$ cat config.mk
export PLATFORM = sky130hd
export DESIGN_NAME = encoder_rpm_pid_motor_drive_core
export DESIGN_NICKNAME = d
export VERILOG_FILES = /design/src/rtl/erpm_pkg.sv /design/src/rtl/erpm_mul.sv /design/src/rtl/erpm_div.sv /design/src/rtl/encoder_rpm_pid_motor_drive_core.sv
export VERILOG_INCLUDE_DIRS = /design/src /design/src/rtl
export SDC_FILE = /design/constraint.sdc
export NUM_CORES = 2
export LEC_CHECK = 0
export BUFFER_PORTS_ARGS = -buffer_cell sky130_fd_sc_hd__buf_2
export CORE_UTILIZATION = 50
export CTS_CLUSTER_DIAMETER = 100
export DETAILED_ROUTE_END_ITERATION = 6
export PLACE_DENSITY = 0.69
export RECOVER_POWER = 100
export SYNTH_ARGS = -nofsm -noshare
export SYNTH_HDL_FRONTEND = slang
export SYNTH_SLANG_ARGS = --single-unit
$ cat constraint.sdc
create_clock -name clk_i -period 8 [get_ports clk_i]
set_input_delay 1.2 -clock clk_i [delete_from_list [all_inputs] [get_ports clk_i]]
set_output_delay 1.2 -clock clk_i [all_outputs]
set_load 0.05 [all_outputs]
$ cat src/rtl/encoder_rpm_pid_motor_drive_core_assert.svh
// ----------------------------------------------------------------------------
// Assertion macros for the wheel speed controller
// Shared forms for the concurrent checks, clocked on clk_i, off during reset.
// ----------------------------------------------------------------------------
`ifndef ENCODER_RPM_PID_MOTOR_DRIVE_CORE_ASSERT_SVH
`define ENCODER_RPM_PID_MOTOR_DRIVE_CORE_ASSERT_SVH

// Same-cycle implication.
`define ERPM_ASSERT_IMP(lbl, ante, cons, msg) \
  lbl: assert property (@(posedge clk_i) disable iff (!rst_ni) (ante) |-> (cons)) \
    else $error(msg);

// Next-cycle implication.
`define ERPM_ASSERT_NXT(lbl, ante, cons, msg) \
  lbl: assert property (@(posedge clk_i) disable iff (!rst_ni) (ante) |=> (cons)) \
    else $error(msg);

`endif

$ cat src/rtl/erpm_pkg.sv
// ----------------------------------------------------------------------------
// Wheel speed controller package
// Widths, constants and the request and response types of the serial units.
// ----------------------------------------------------------------------------
`default_nettype none

package erpm_pkg;

  // Serial multiplier: signed multiplicand, unsigned multiplier taken one bit a cycle.
  localparam int unsigned MUL_A_W   = 58;
  localparam int unsigned MUL_B_W   = 24;
  localparam int unsigned MUL_STEPS = MUL_B_W;

  // Serial divider: unsigned, one quotient bit a cycle.
  localparam int unsigned DIV_N_W   = 56;
  localparam int unsigned DIV_D_W   = 32;
  localparam int unsigned DIV_STEPS = DIV_N_W;

  // 60000 ms per minute times 256 for the Q12.8 result.
  localparam logic [MUL_B_W-1:0] SPEED_SCALE = 24'd15360000;
  localparam logic [DIV_D_W-1:0] DUTY_FULL   = 32'd255;

  localparam logic signed [19:0] SPD_MAX = 20'sh7FFFF;
  localparam logic signed [19:0] SPD_MIN = 20'sh80000;

  // Register indexes on the configuration port.
  typedef enum logic [2:0] {
    REG_GAIN_P = 3'd0,
    REG_GAIN_I = 3'd1,
    REG_GAIN_D = 3'd2,
    REG_LIMIT  = 3'd3,
    REG_CPT    = 3'd4
  } reg_idx_e;

  typedef struct packed {
    logic                      start;
    logic signed [MUL_A_W-1:0] a;
    logic        [MUL_B_W-1:0] b;
  } erpm_mul_req_t;

  typedef struct packed {
    logic                      busy;
    logic                      done;
    logic signed [MUL_A_W-1:0] prod;
  } erpm_mul_rsp_t;

  typedef struct packed {
    logic               start;
    logic [DIV_N_W-1:0] dividend;
    logic [DIV_D_W-1:0] divisor;
  } erpm_div_req_t;

  typedef struct packed {
    logic               busy;
    logic               done;
    logic [DIV_N_W-1:0] quo;
  } erpm_div_rsp_t;

endpackage

`default_nettype wire

$ cat src/rtl/erpm_mul.sv
// ----------------------------------------------------------------------------
// Serial shift-add multiplier
// Signed multiplicand times unsigned multiplier, one multiplier bit per cycle.
// ----------------------------------------------------------------------------
`default_nettype none

module erpm_mul
  import erpm_pkg::*;
(
  input  wire logic          clk_i,
  input  wire logic          rst_ni,
  input  wire erpm_mul_req_t req_i,
  output erpm_mul_rsp_t      rsp_o
);

  localparam int unsigned CntW = $clog2(MUL_STEPS);

  logic                      busy_q, done_q;
  logic [CntW-1:0]           cnt_q;
  logic signed [MUL_A_W-1:0] a_q, acc_q;
  logic        [MUL_B_W-1:0] b_q;

  // Step control.
  always_ff @(posedge clk_i or negedge rst_ni) begin
    if (!rst_ni) begin
      busy_q <= 1'b0;
      done_q <= 1'b0;
      cnt_q  <= '0;
    end else if (req_i.start) begin
      busy_q <= 1'b1;
      done_q <= 1'b0;
      cnt_q  <= '0;
    end else if (busy_q) begin
      cnt_q <= cnt_q + CntW'(1);
      if (cnt_q == CntW'(MUL_STEPS - 1)) begin
        busy_q <= 1'b0;
        done_q <= 1'b1;
      end
    end else begin
      done_q <= 1'b0;
    end
  end

  // Operand shifting and accumulation.
  always_ff @(posedge clk_i) begin
    if (req_i.start) begin
      a_q   <= req_i.a;
      b_q   <= req_i.b;
      acc_q <= '0;
    end else if (busy_q) begin
      if (b_q[0]) begin
        acc_q <= acc_q + a_q;
      end
      a_q <= a_q <<< 1;
      b_q <= b_q >> 1;
    end
  end

  assign rsp_o.busy = busy_q;
  assign rsp_o.done = done_q;
  assign rsp_o.prod = acc_q;

endmodule

`default_nettype wire

$ cat src/rtl/erpm_div.sv
// ----------------------------------------------------------------------------
// Serial restoring divider
// Unsigned division, one quotient bit per cycle, full-width quotient.
// ----------------------------------------------------------------------------
`default_nettype none

module erpm_div
  import erpm_pkg::*;
(
  input  wire logic          clk_i,
  input  wire logic          rst_ni,
  input  wire erpm_div_req_t req_i,
  output erpm_div_rsp_t      rsp_o
);

  localparam int unsigned CntW = $clog2(DIV_STEPS);

  logic                 busy_q, done_q;
  logic [CntW-1:0]      cnt_q;
  logic [DIV_D_W-1:0]   rem_q, den_q;
  logic [DIV_N_W-1:0]   dq_q;
  logic [DIV_D_W:0]     shifted;
  logic [DIV_D_W+1:0]   diff;
  logic                 ge;

  // Trial subtraction of the divisor from the shifted remainder.
  assign shifted = {rem_q, dq_q[DIV_N_W-1]};
  assign diff    = {1'b0, shifted} - {2'b00, den_q};
  assign ge      = ~diff[DIV_D_W+1];

  // Step control.
  always_ff @(posedge clk_i or negedge rst_ni) begin
    if (!rst_ni) begin
      busy_q <= 1'b0;
      done_q <= 1'b0;
      cnt_q  <= '0;
    end else if (req_i.start) begin
      busy_q <= 1'b1;
      done_q <= 1'b0;
      cnt_q  <= '0;
    end else if (busy_q) begin
      cnt_q <= cnt_q + CntW'(1);
      if (cnt_q == CntW'(DIV_STEPS - 1)) begin
        busy_q <= 1'b0;
        done_q <= 1'b1;
      end
    end else begin
      done_q <= 1'b0;
    end
  end

  // Remainder and quotient share one shift path.
  always_ff @(posedge clk_i) begin
    if (req_i.start) begin
      rem_q <= '0;
      dq_q  <= req_i.dividend;
      den_q <= req_i.divisor;
    end else if (busy_q) begin
      rem_q <= ge ? diff[DIV_D_W-1:0] : shifted[DIV_D_W-1:0];
      dq_q  <= {dq_q[DIV_N_W-2:0], ge};
    end
  end

  assign rsp_o.busy = busy_q;
  assign rsp_o.done = done_q;
  assign rsp_o.quo  = dq_q;

endmodule

`default_nettype wire

$ cat src/rtl/encoder_rpm_pid_motor_drive_core.sv
// ----------------------------------------------------------------------------
// Encoder speed PID motor drive
// Measures wheel rpm from encoder counts and runs a PID update to a PWM duty.
// ----------------------------------------------------------------------------
// One input transfer yields one output transfer when the result side is
// ready: six products on a shared shift-add multiplier (one multiplier bit
// per cycle) and up to three quotients on a shared restoring divider (one
// quotient bit per cycle). The speed division is skipped when the elapsed
// time or counts per turn is zero, and the duty division when the speed
// limit is zero. A new item is taken once the previous one has reached the
// output register, even while that result still waits to be taken.
`default_nettype none

`include "encoder_rpm_pid_motor_drive_core_assert.svh"

module encoder_rpm_pid_motor_drive_core
  import erpm_pkg::*;
(
  input  wire logic        clk_i,
  input  wire logic        rst_ni,
  // Input item.
  input  wire logic        s_axis_tvalid,
  output logic             s_axis_tready,
  // [31:0] encoder_count, [47:32] elapsed_ms, [67:48] target_speed
  input  wire logic [71:0] s_axis_tdata,
  // Result item.
  output logic             m_axis_tvalid,
  input  wire logic        m_axis_tready,
  // [7:0] duty_level, [27:8] measured_speed
  output logic [31:0]      m_axis_tdata,
  // [0] reverse
  output logic [0:0]       m_axis_tuser,
  // Configuration.
  input  wire logic        psel,
  input  wire logic        penable,
  input  wire logic        pwrite,
  input  wire logic [4:0]  paddr,
  input  wire logic [31:0] pwdata,
  output logic [31:0]      prdata,
  output logic             pready
);

  typedef enum logic [12:0] {
    S_IDLE  = 13'b0000000000001,
    S_MNUM  = 13'b0000000000010,
    S_MDEN  = 13'b0000000000100,
    S_DIVM  = 13'b0000000001000,
    S_ERR   = 13'b0000000010000,
    S_MP    = 13'b0000000100000,
    S_MI    = 13'b0000001000000,
    S_MD    = 13'b0000010000000,
    S_MB    = 13'b0000100000000,
    S_DB    = 13'b0001000000000,
    S_CLAMP = 13'b0010000000000,
    S_DD    = 13'b0100000000000,
    S_OUT   = 13'b1000000000000
  } state_e;

  state_e state_q, state_d;

  // Configuration registers.
  logic [15:0] gain_p_q, gain_i_q, gain_d_q, cpt_q;
  logic [10:0] limit_q;

  // Architectural state.
  logic signed [31:0] last_count_q, last_count_d;
  logic signed [31:0] error_sum_q, error_sum_d;
  logic signed [20:0] last_error_q, last_error_d;
  logic signed [8:0]  signed_duty_q, signed_duty_d;

  // Working registers of one item.
  logic               dneg_q, dneg_d;
  logic               bneg_q, bneg_d;
  logic [15:0]        dt_q, dt_d;
  logic signed [19:0] tgt_q, tgt_d;
  logic [55:0]        num_q, num_d;
  logic signed [19:0] meas_q, meas_d;
  logic signed [21:0] derr_q, derr_d;
  logic signed [49:0] pid_q, pid_d;
  logic signed [50:0] nw_q, nw_d;

  // Output register.
  logic               out_valid_q, out_valid_d;
  logic               out_load;
  logic [7:0]         out_duty_q;
  logic               out_rev_q;
  logic signed [19:0] out_meas_q;
  logic [8:0]         sd_mag;

  erpm_mul_req_t mul_req;
  erpm_mul_rsp_t mul_rsp;
  erpm_div_req_t div_req;
  erpm_div_rsp_t div_rsp;

  logic     cfg_wr;
  reg_idx_e cfg_idx;

  erpm_mul u_mul (
    .clk_i  (clk_i),
    .rst_ni (rst_ni),
    .req_i  (mul_req),
    .rsp_o  (mul_rsp)
  );

  erpm_div u_div (
    .clk_i  (clk_i),
    .rst_ni (rst_ni),
    .req_i  (div_req),
    .rsp_o  (div_rsp)
  );

  // Configuration port.
  assign pready  = 1'b1;
  assign cfg_wr  = psel & penable & pwrite & pready;
  assign cfg_idx = reg_idx_e'(paddr[4:2]);

  always_ff @(posedge clk_i or negedge rst_ni) begin
    if (!rst_ni) begin
      gain_p_q <= 16'd154;
      gain_i_q <= 16'd77;
      gain_d_q <= 16'd128;
      limit_q  <= 11'd330;
      cpt_q    <= 16'd3000;
    end else if (cfg_wr) begin
      case (cfg_idx)
        REG_GAIN_P: gain_p_q <= pwdata[15:0];
        REG_GAIN_I: gain_i_q <= pwdata[15:0];
        REG_GAIN_D: gain_d_q <= pwdata[15:0];
        REG_LIMIT:  limit_q  <= pwdata[10:0];
        REG_CPT:    cpt_q    <= pwdata[15:0];
        default: ;
      endcase
    end
  end

  always_comb begin
    case (cfg_idx)
      REG_GAIN_P: prdata = {16'd0, gain_p_q};
      REG_GAIN_I: prdata = {16'd0, gain_i_q};
      REG_GAIN_D: prdata = {16'd0, gain_d_q};
      REG_LIMIT:  prdata = {21'd0, limit_q};
      REG_CPT:    prdata = {16'd0, cpt_q};
      default:    prdata = 32'd0;
    endcase
  end

  assign s_axis_tready = (state_q == S_IDLE);

  // Sequencer and datapath.
  always_comb begin
    logic signed [32:0] delta;
    logic [32:0]        dmag;
    logic signed [20:0] err;
    logic signed [32:0] sum_w;
    logic [19:0]        bmag;
    logic signed [50:0] base;
    logic signed [50:0] lim_s;
    logic signed [50:0] nw_c;
    logic [26:0]        nmag;
    logic [34:0]        nx;
    logic [8:0]         q9;
    logic [55:0]        quo;

    state_d       = state_q;
    last_count_d  = last_count_q;
    error_sum_d   = error_sum_q;
    last_error_d  = last_error_q;
    signed_duty_d = signed_duty_q;
    dneg_d        = dneg_q;
    bneg_d        = bneg_q;
    dt_d          = dt_q;
    tgt_d         = tgt_q;
    num_d         = num_q;
    meas_d        = meas_q;
    derr_d        = derr_q;
    pid_d         = pid_q;
    nw_d          = nw_q;
    out_valid_d   = out_valid_q;
    out_load      = 1'b0;
    mul_req       = '0;
    div_req       = '0;

    delta = {s_axis_tdata[31], s_axis_tdata[31:0]} - {last_count_q[31], last_count_q};
    dmag  = delta[32] ? (~delta + 33'd1) : delta;
    err   = {tgt_q[19], tgt_q} - {meas_q[19], meas_q};
    sum_w = {error_sum_q[31], error_sum_q} + {{12{err[20]}}, err};
    quo   = div_rsp.quo;
    bmag  = mul_rsp.prod[MUL_A_W-1] ? (~mul_rsp.prod[19:0] + 20'd1) : mul_rsp.prod[19:0];
    base  = {23'd0, quo[27:0]};
    if (bneg_q) begin
      base = -base;
    end
    lim_s = {24'd0, limit_q, 16'd0};
    if (nw_q > lim_s) begin
      nw_c = lim_s;
    end else if (nw_q < -lim_s) begin
      nw_c = -lim_s;
    end else begin
      nw_c = nw_q;
    end
    nmag = nw_c[50] ? (~nw_c[26:0] + 27'd1) : nw_c[26:0];
    nx   = {nmag, 8'd0} - {8'd0, nmag};
    q9   = quo[8:0];

    // The output register empties on a transfer.
    if (out_valid_q && m_axis_tready) begin
      out_valid_d = 1'b0;
    end

    case (state_q)
      S_IDLE: begin
        if (s_axis_tvalid) begin
          dneg_d       = delta[32];
          dt_d         = s_axis_tdata[47:32];
          tgt_d        = s_axis_tdata[67:48];
          last_count_d = s_axis_tdata[31:0];
          mul_req.start = 1'b1;
          mul_req.a     = {{(MUL_A_W-33){1'b0}}, dmag};
          mul_req.b     = SPEED_SCALE;
          state_d       = S_MNUM;
        end
      end
      S_MNUM: begin
        if (mul_rsp.done) begin
          num_d         = mul_rsp.prod[55:0];
          mul_req.start = 1'b1;
          mul_req.a     = {{(MUL_A_W-16){1'b0}}, cpt_q};
          mul_req.b     = {8'd0, dt_q};
          state_d       = S_MDEN;
        end
      end
      S_MDEN: begin
        if (mul_rsp.done) begin
          if (mul_rsp.prod[31:0] == 32'd0) begin
            meas_d  = '0;
            state_d = S_ERR;
          end else begin
            div_req.start    = 1'b1;
            div_req.dividend = num_q;
            div_req.divisor  = mul_rsp.prod[31:0];
            state_d          = S_DIVM;
          end
        end
      end
      S_DIVM: begin
        if (div_rsp.done) begin
          if (dneg_q) begin
            meas_d = (quo > 56'd524288) ? SPD_MIN : (~quo[19:0] + 20'd1);
          end else begin
            meas_d = (quo > 56'd524287) ? SPD_MAX : quo[19:0];
          end
          state_d = S_ERR;
        end
      end
      S_ERR: begin
        if (sum_w[32] != sum_w[31]) begin
          error_sum_d = sum_w[32] ? 32'sh80000000 : 32'sh7FFFFFFF;
        end else begin
          error_sum_d = sum_w[31:0];
        end
        derr_d        = {err[20], err} - {last_error_q[20], last_error_q};
        last_error_d  = err;
        mul_req.start = 1'b1;
        mul_req.a     = {{(MUL_A_W-21){err[20]}}, err};
        mul_req.b     = {8'd0, gain_p_q};
        state_d       = S_MP;
      end
      S_MP: begin
        if (mul_rsp.done) begin
          pid_d         = mul_rsp.prod[49:0];
          mul_req.start = 1'b1;
          mul_req.a     = {{(MUL_A_W-32){error_sum_q[31]}}, error_sum_q};
          mul_req.b     = {8'd0, gain_i_q};
          state_d       = S_MI;
        end
      end
      S_MI: begin
        if (mul_rsp.done) begin
          pid_d         = pid_q + mul_rsp.prod[49:0];
          mul_req.start = 1'b1;
          mul_req.a     = {{(MUL_A_W-22){derr_q[21]}}, derr_q};
          mul_req.b     = {8'd0, gain_d_q};
          state_d       = S_MD;
        end
      end
      S_MD: begin
        if (mul_rsp.done) begin
          pid_d         = pid_q + mul_rsp.prod[49:0];
          mul_req.start = 1'b1;
          mul_req.a     = {{(MUL_A_W-9){signed_duty_q[8]}}, signed_duty_q};
          mul_req.b     = {13'd0, limit_q};
          state_d       = S_MB;
        end
      end
      S_MB: begin
        if (mul_rsp.done) begin
          bneg_d           = mul_rsp.prod[MUL_A_W-1];
          div_req.start    = 1'b1;
          div_req.dividend = {20'd0, bmag, 16'd0};
          div_req.divisor  = DUTY_FULL;
          state_d          = S_DB;
        end
      end
      S_DB: begin
        if (div_rsp.done) begin
          nw_d    = base + {pid_q[49], pid_q};
          state_d = S_CLAMP;
        end
      end
      S_CLAMP: begin
        if (limit_q == 11'd0) begin
          signed_duty_d = '0;
          state_d       = S_OUT;
        end else begin
          bneg_d           = nw_c[50];
          div_req.start    = 1'b1;
          div_req.dividend = {37'd0, nx[34:16]};
          div_req.divisor  = {21'd0, limit_q};
          state_d          = S_DD;
        end
      end
      S_DD: begin
        if (div_rsp.done) begin
          signed_duty_d = bneg_q ? (~q9 + 9'd1) : q9;
          state_d       = S_OUT;
        end
      end
      S_OUT: begin
        if (!out_valid_q || m_axis_tready) begin
          out_load    = 1'b1;
          out_valid_d = 1'b1;
          state_d     = S_IDLE;
        end
      end
      default: state_d = S_IDLE;
    endcase
  end

  // Control and architectural state.
  always_ff @(posedge clk_i or negedge rst_ni) begin
    if (!rst_ni) begin
      state_q       <= S_IDLE;
      last_count_q  <= '0;
      error_sum_q   <= '0;
      last_error_q  <= '0;
      signed_duty_q <= '0;
      out_valid_q   <= 1'b0;
    end else begin
      state_q       <= state_d;
      last_count_q  <= last_count_d;
      error_sum_q   <= error_sum_d;
      last_error_q  <= last_error_d;
      signed_duty_q <= signed_duty_d;
      out_valid_q   <= out_valid_d;
    end
  end

  // Working registers.
  always_ff @(posedge clk_i) begin
    dneg_q <= dneg_d;
    bneg_q <= bneg_d;
    dt_q   <= dt_d;
    tgt_q  <= tgt_d;
    num_q  <= num_d;
    meas_q <= meas_d;
    derr_q <= derr_d;
    pid_q  <= pid_d;
    nw_q   <= nw_d;
  end

  // Output register.
  assign sd_mag = signed_duty_q[8] ? (~signed_duty_q + 9'd1) : signed_duty_q;

  always_ff @(posedge clk_i) begin
    if (out_load) begin
      out_duty_q <= sd_mag[7:0];
      out_rev_q  <= signed_duty_q[8];
      out_meas_q <= meas_q;
    end
  end

  assign m_axis_tvalid = out_valid_q;
  assign m_axis_tdata  = {4'd0, out_meas_q, out_duty_q};
  assign m_axis_tuser  = out_rev_q;

  // Checks.
  `ERPM_ASSERT_IMP(a_mul_free, mul_req.start, !mul_rsp.busy, "multiplier started while busy")
  `ERPM_ASSERT_IMP(a_div_free, div_req.start, !div_rsp.busy, "divider started while busy")
  `ERPM_ASSERT_IMP(a_duty_rng, 1'b1, (signed_duty_q <= 9'sd255) && (signed_duty_q >= -9'sd255), "duty out of range")
  `ERPM_ASSERT_IMP(a_out_free, out_load, !out_valid_q || m_axis_tready, "result overwritten")
  `ERPM_ASSERT_NXT(a_out_next, out_load, m_axis_tvalid && (state_q == S_IDLE), "result not presented")

endmodule

`default_nettype wire
==> summary.md <==
| Metric | Value |
|---|---|
| Initial antenna violation count | 4 |
| Fin Setup TNS | 0 ns |
| Hpwl dp | 103.6 mm |
| Row count | 113 |
| Req. time, crit path | 8.38 ns |
| Total clock buffers created by CTS | 82 |
| Peak supply drop | 0.2396 mV |
| Slew Limit Fails | 915 |
| Net Sw Frac | 38.69% |
| Largest net degree at the start of global routing | 100 |
| Die area | 0.09730 mm2 |
| Reg-to-Reg Start | limit_q[7] |
| Final Cell Area | 0.05347 mm2 |
| Worst Path Arrival | 8.17 ns |
| Yosys reg bits | 724 |
| Post-synth cell types | 99 |
| EDFF count, synth | 436 |
| Syn Area/Cell | 9.497 um2 |
| Final Hold Vio Count | 0 |
| Core Util, Final | 56.28% |
| Vias per inst | 6.054 |
| Placed Cells | 6,405 |
| Total power | 15.21 mW |
| Die Wd | 311.9 um |
| Fin cells | 6,561 |
| Asr flop ratio synth | 27.35% |
| CP max-delay cell | or4_4 |
| Min-delay worst type | register to register |
| Synth warn | 0 |
| Worst R2R Setup Slack | 0.21 ns |
| Cells after Synth | 5,057 |
| Crit path kind | register to register |
| Sequential power share | 33.4% |
| Outcome | finished, violations left |
| Hold-fix buffers, CTS | 0 |
| Slew @ Worst Pin | 6.053 ns |
| Skew-Pair Late Insertion Delay | 0.68 ns |
| Crit end category | register |
| Internal power | 9.324 mW |
| Avg WL per Cell | 21.35 um |
| Setup crit start | limit_q[7] |
| Clock Sinks | 724 |
| Clock skew | 0.03782 ns |
| Total grt overflow | 0 |
| Top_reg_cell synth | edfxtp_1 |
| Total core area | 0.09501 mm2 |
| Largest stage delay on the critical path | 0.54 ns |
| Post-Syn Area | 0.04803 mm2 |
| Vias in the first global route | 37.72k |
| CTS tree | built |
| First-pass GRT wire length | 216.1 mm |
| Setup WS post-layout | 0.2105 ns |
| Placer Congestion | 0.9393 |
| Max H-tree Level | 3 |
| Die Height | 311.9 um |
| Clock power frac | 25.8% |
| Crit path launch type | register |
| Synth-to-layout area growth | 11.33% |
| CTS max path bufs | 3 |
| Pwr/cell area | 284.4 mW/mm2 |
| Maximum clock rate | 128.4 MHz |
| Seq/Total Area, Yosys | 41.38% |
| Starting Density | 50.55% |
| Clk pin slew, worst setup/hold paths | 0.06 ns |
| DR DRC count | 0 |
| Leakage | 22.44 nW |
| Initial DRC count | 3,831 |
| FF-to-FF End | u_div.dq_q[13] |
| Final Routed Wirelength | 140.1 mm |
| DR vias | 39.72k |
| Layout cells sized above 1 | 10.44% |
| Fill count | 8,445 |
| Hold_ws | 0.4581 ns |
| Violated checks | max-capacitance violations, max-slew violations |
| Global-route usage over all layers | 28.27% |
| RSZ-0062 raised after global routing | true |
| Nets | 5,712 |
| Critical path fanouts, max | 4 |
| FF-to-FF path depth | 39 |
| Crit path to | u_div.dq_q[13] |
| Reg area | 0.01988 mm2 |
| Place WS | -0.1896 ns |
| Drt pass-1 iters | 7 |
| Final setup violation count | 0 |
| Crit share post-route | 97.37% |
| Post-route ant nets | 0 |
| Comb pwr share | 40.8% |
| Placed inst area | 0.05070 mm2 |
| Maxcap violations | 20 |
| Switching power | 5.883 mW |
| Slew margin rel. | -303.6% |
| IO Port Bufs | 140 |
| IO Pins | 184 |
| Root Buffer | clkbuf_16 |
| Multi-input logic area | 0.02661 mm2 |
| Final worst path period need | 7.790 ns |
power by group through the flow:
stage | clock [mW] | combinational, mW | sequential [mW]
3_5_place_dp | 0 | 6.07 | 5.14
4_1_cts | 3.98 | 6.12 | 5.06
3_3_place_gp | 0 | 5.97 | 5.12
6_report | 3.93 | 6.20 | 5.08
2_1_floorplan | 0 | 4.48 | 4.90
5_1_grt | 4.11 | 6.84 | 5.12
worst max-delay path, delay by kind of cell (launching register included):
family / cells / cell delay (ns)
xor gates and xnor gates: 1 / 0.15
and+or+nand+nor: 17 / 2.96
adders and majority gates: 4 / 0.92
buffers and inverters: 6 / 0.77
muxes: 1 / 0.22
DFF: 1 / 0.37
AOI/OAI and AO/OA: 10 / 2.06
area by class of cell:
cell class                      count  area share [%]
Clock buffer                      106           4.177
Clock inverter                     47           1.051
Timing Repair Buffer              296           3.117
Multi-Input combinational cell   3872           49.76
Antenna cell                        1        0.004680
Tap cell                         1265           2.960
Sequential cell                   724           37.17
Inverter                          250           1.757
logic make-up (layout without fill, tap and decap cells):
family | Yosys count | after routing | synth area share (%)
buffers and inverters | 480 | 699 | 4.012
other | 2 | 22 | 0.01564
adder cells (fa/ha/maj) | 372 | 372 | 9.806
AO/OA/AOI/OAI | 1455 | 1455 | 19.96
flip-flops | 724 | 724 | 41.38
multiplexers | 123 | 123 | 2.795
XOR/XNOR | 385 | 385 | 7.021
AND/OR/NAND/NOR | 1516 | 1516 | 15.01
synth_stat cells (all sizes together), types with 159 or more instances:
| library cell | number | area, um2 |
|---|---|---|
| xnor2 | 226 | 1979 |
| ha | 362 | 4529 |
| o21ai | 343 | 1717 |
| nor2 | 342 | 1286 |
| a21o | 172 | 1291 |
| a21oi | 346 | 1732 |
| edfxtp | 436 | 13090 |
| inv | 246 | 923.4 |
| nand2 | 544 | 2047 |
| clkbuf | 185 | 694.4 |
| xor2 | 159 | 1393 |
| dfrtp | 177 | 4429 |
per-layer routing:
metal | global-route usage, % | vias to the layer above | share of wire, %
met3 | 4.977 | 291 | 8.1
met1 | 38.41 | 19030 | 43
met4 | 10.20 | 4 | 3.7
met5 | 0 | - | 0.019
li1 | - | 18930 | -
met2 | 45.28 | 1462 | 45
placed cells by master, fill, tap and decap left out, types with 103 or more instances in the layout:
master    count
xnor2_1     223
nor2_1      336
buf_4       115
edfxtp_1    436
a21o_1      172
o21ai_0     333
nand2_1     537
inv_1       243
xor2_1      158
dfrtp_1     176
a21oi_1     341
clkbuf_1    103
ha_1        357
nand3_1     107
sequential cells by signal, indices dropped and copies added, names as in the netlist, 13 cells and up:
signal and flops:
meas_q 20, u_mul.b_q 24, u_mul.acc_q 58, nw_q 51
last_count_q 32, derr_q 22, u_div.den_q 32, gain_i_q 16
pid_q 50, gain_d_q 16, tgt_q 20, gain_p_q 16
error_sum_q 32, state_q 13, last_error_q 21, dt_q 16
u_div.dq_q 56, cpt_q 16, num_q 56, u_mul.a_q 58
u_div.rem_q 32, out_meas_q 20
repair_timing:
item | in CTS | in global routing
pin swaps | 1 | 16
setup endpoints to repair | 8 | 19
setup buffers | 1 | 1
resized for setup | 6 | 40
how the worst min path moves through the flow:
stage	from	end	depth (start not counted)
2_1_floorplan	meas_q[10]	out_meas_q[10]	0
3_3_place_gp	meas_q[4]	out_meas_q[4]	0
3_5_place_dp	meas_q[4]	out_meas_q[4]	0
4_1_cts	meas_q[4]	out_meas_q[4]	0
5_1_grt	meas_q[4]	out_meas_q[4]	0
6_report	meas_q[4]	out_meas_q[4]	0
(Power assumes the default switching activity.)
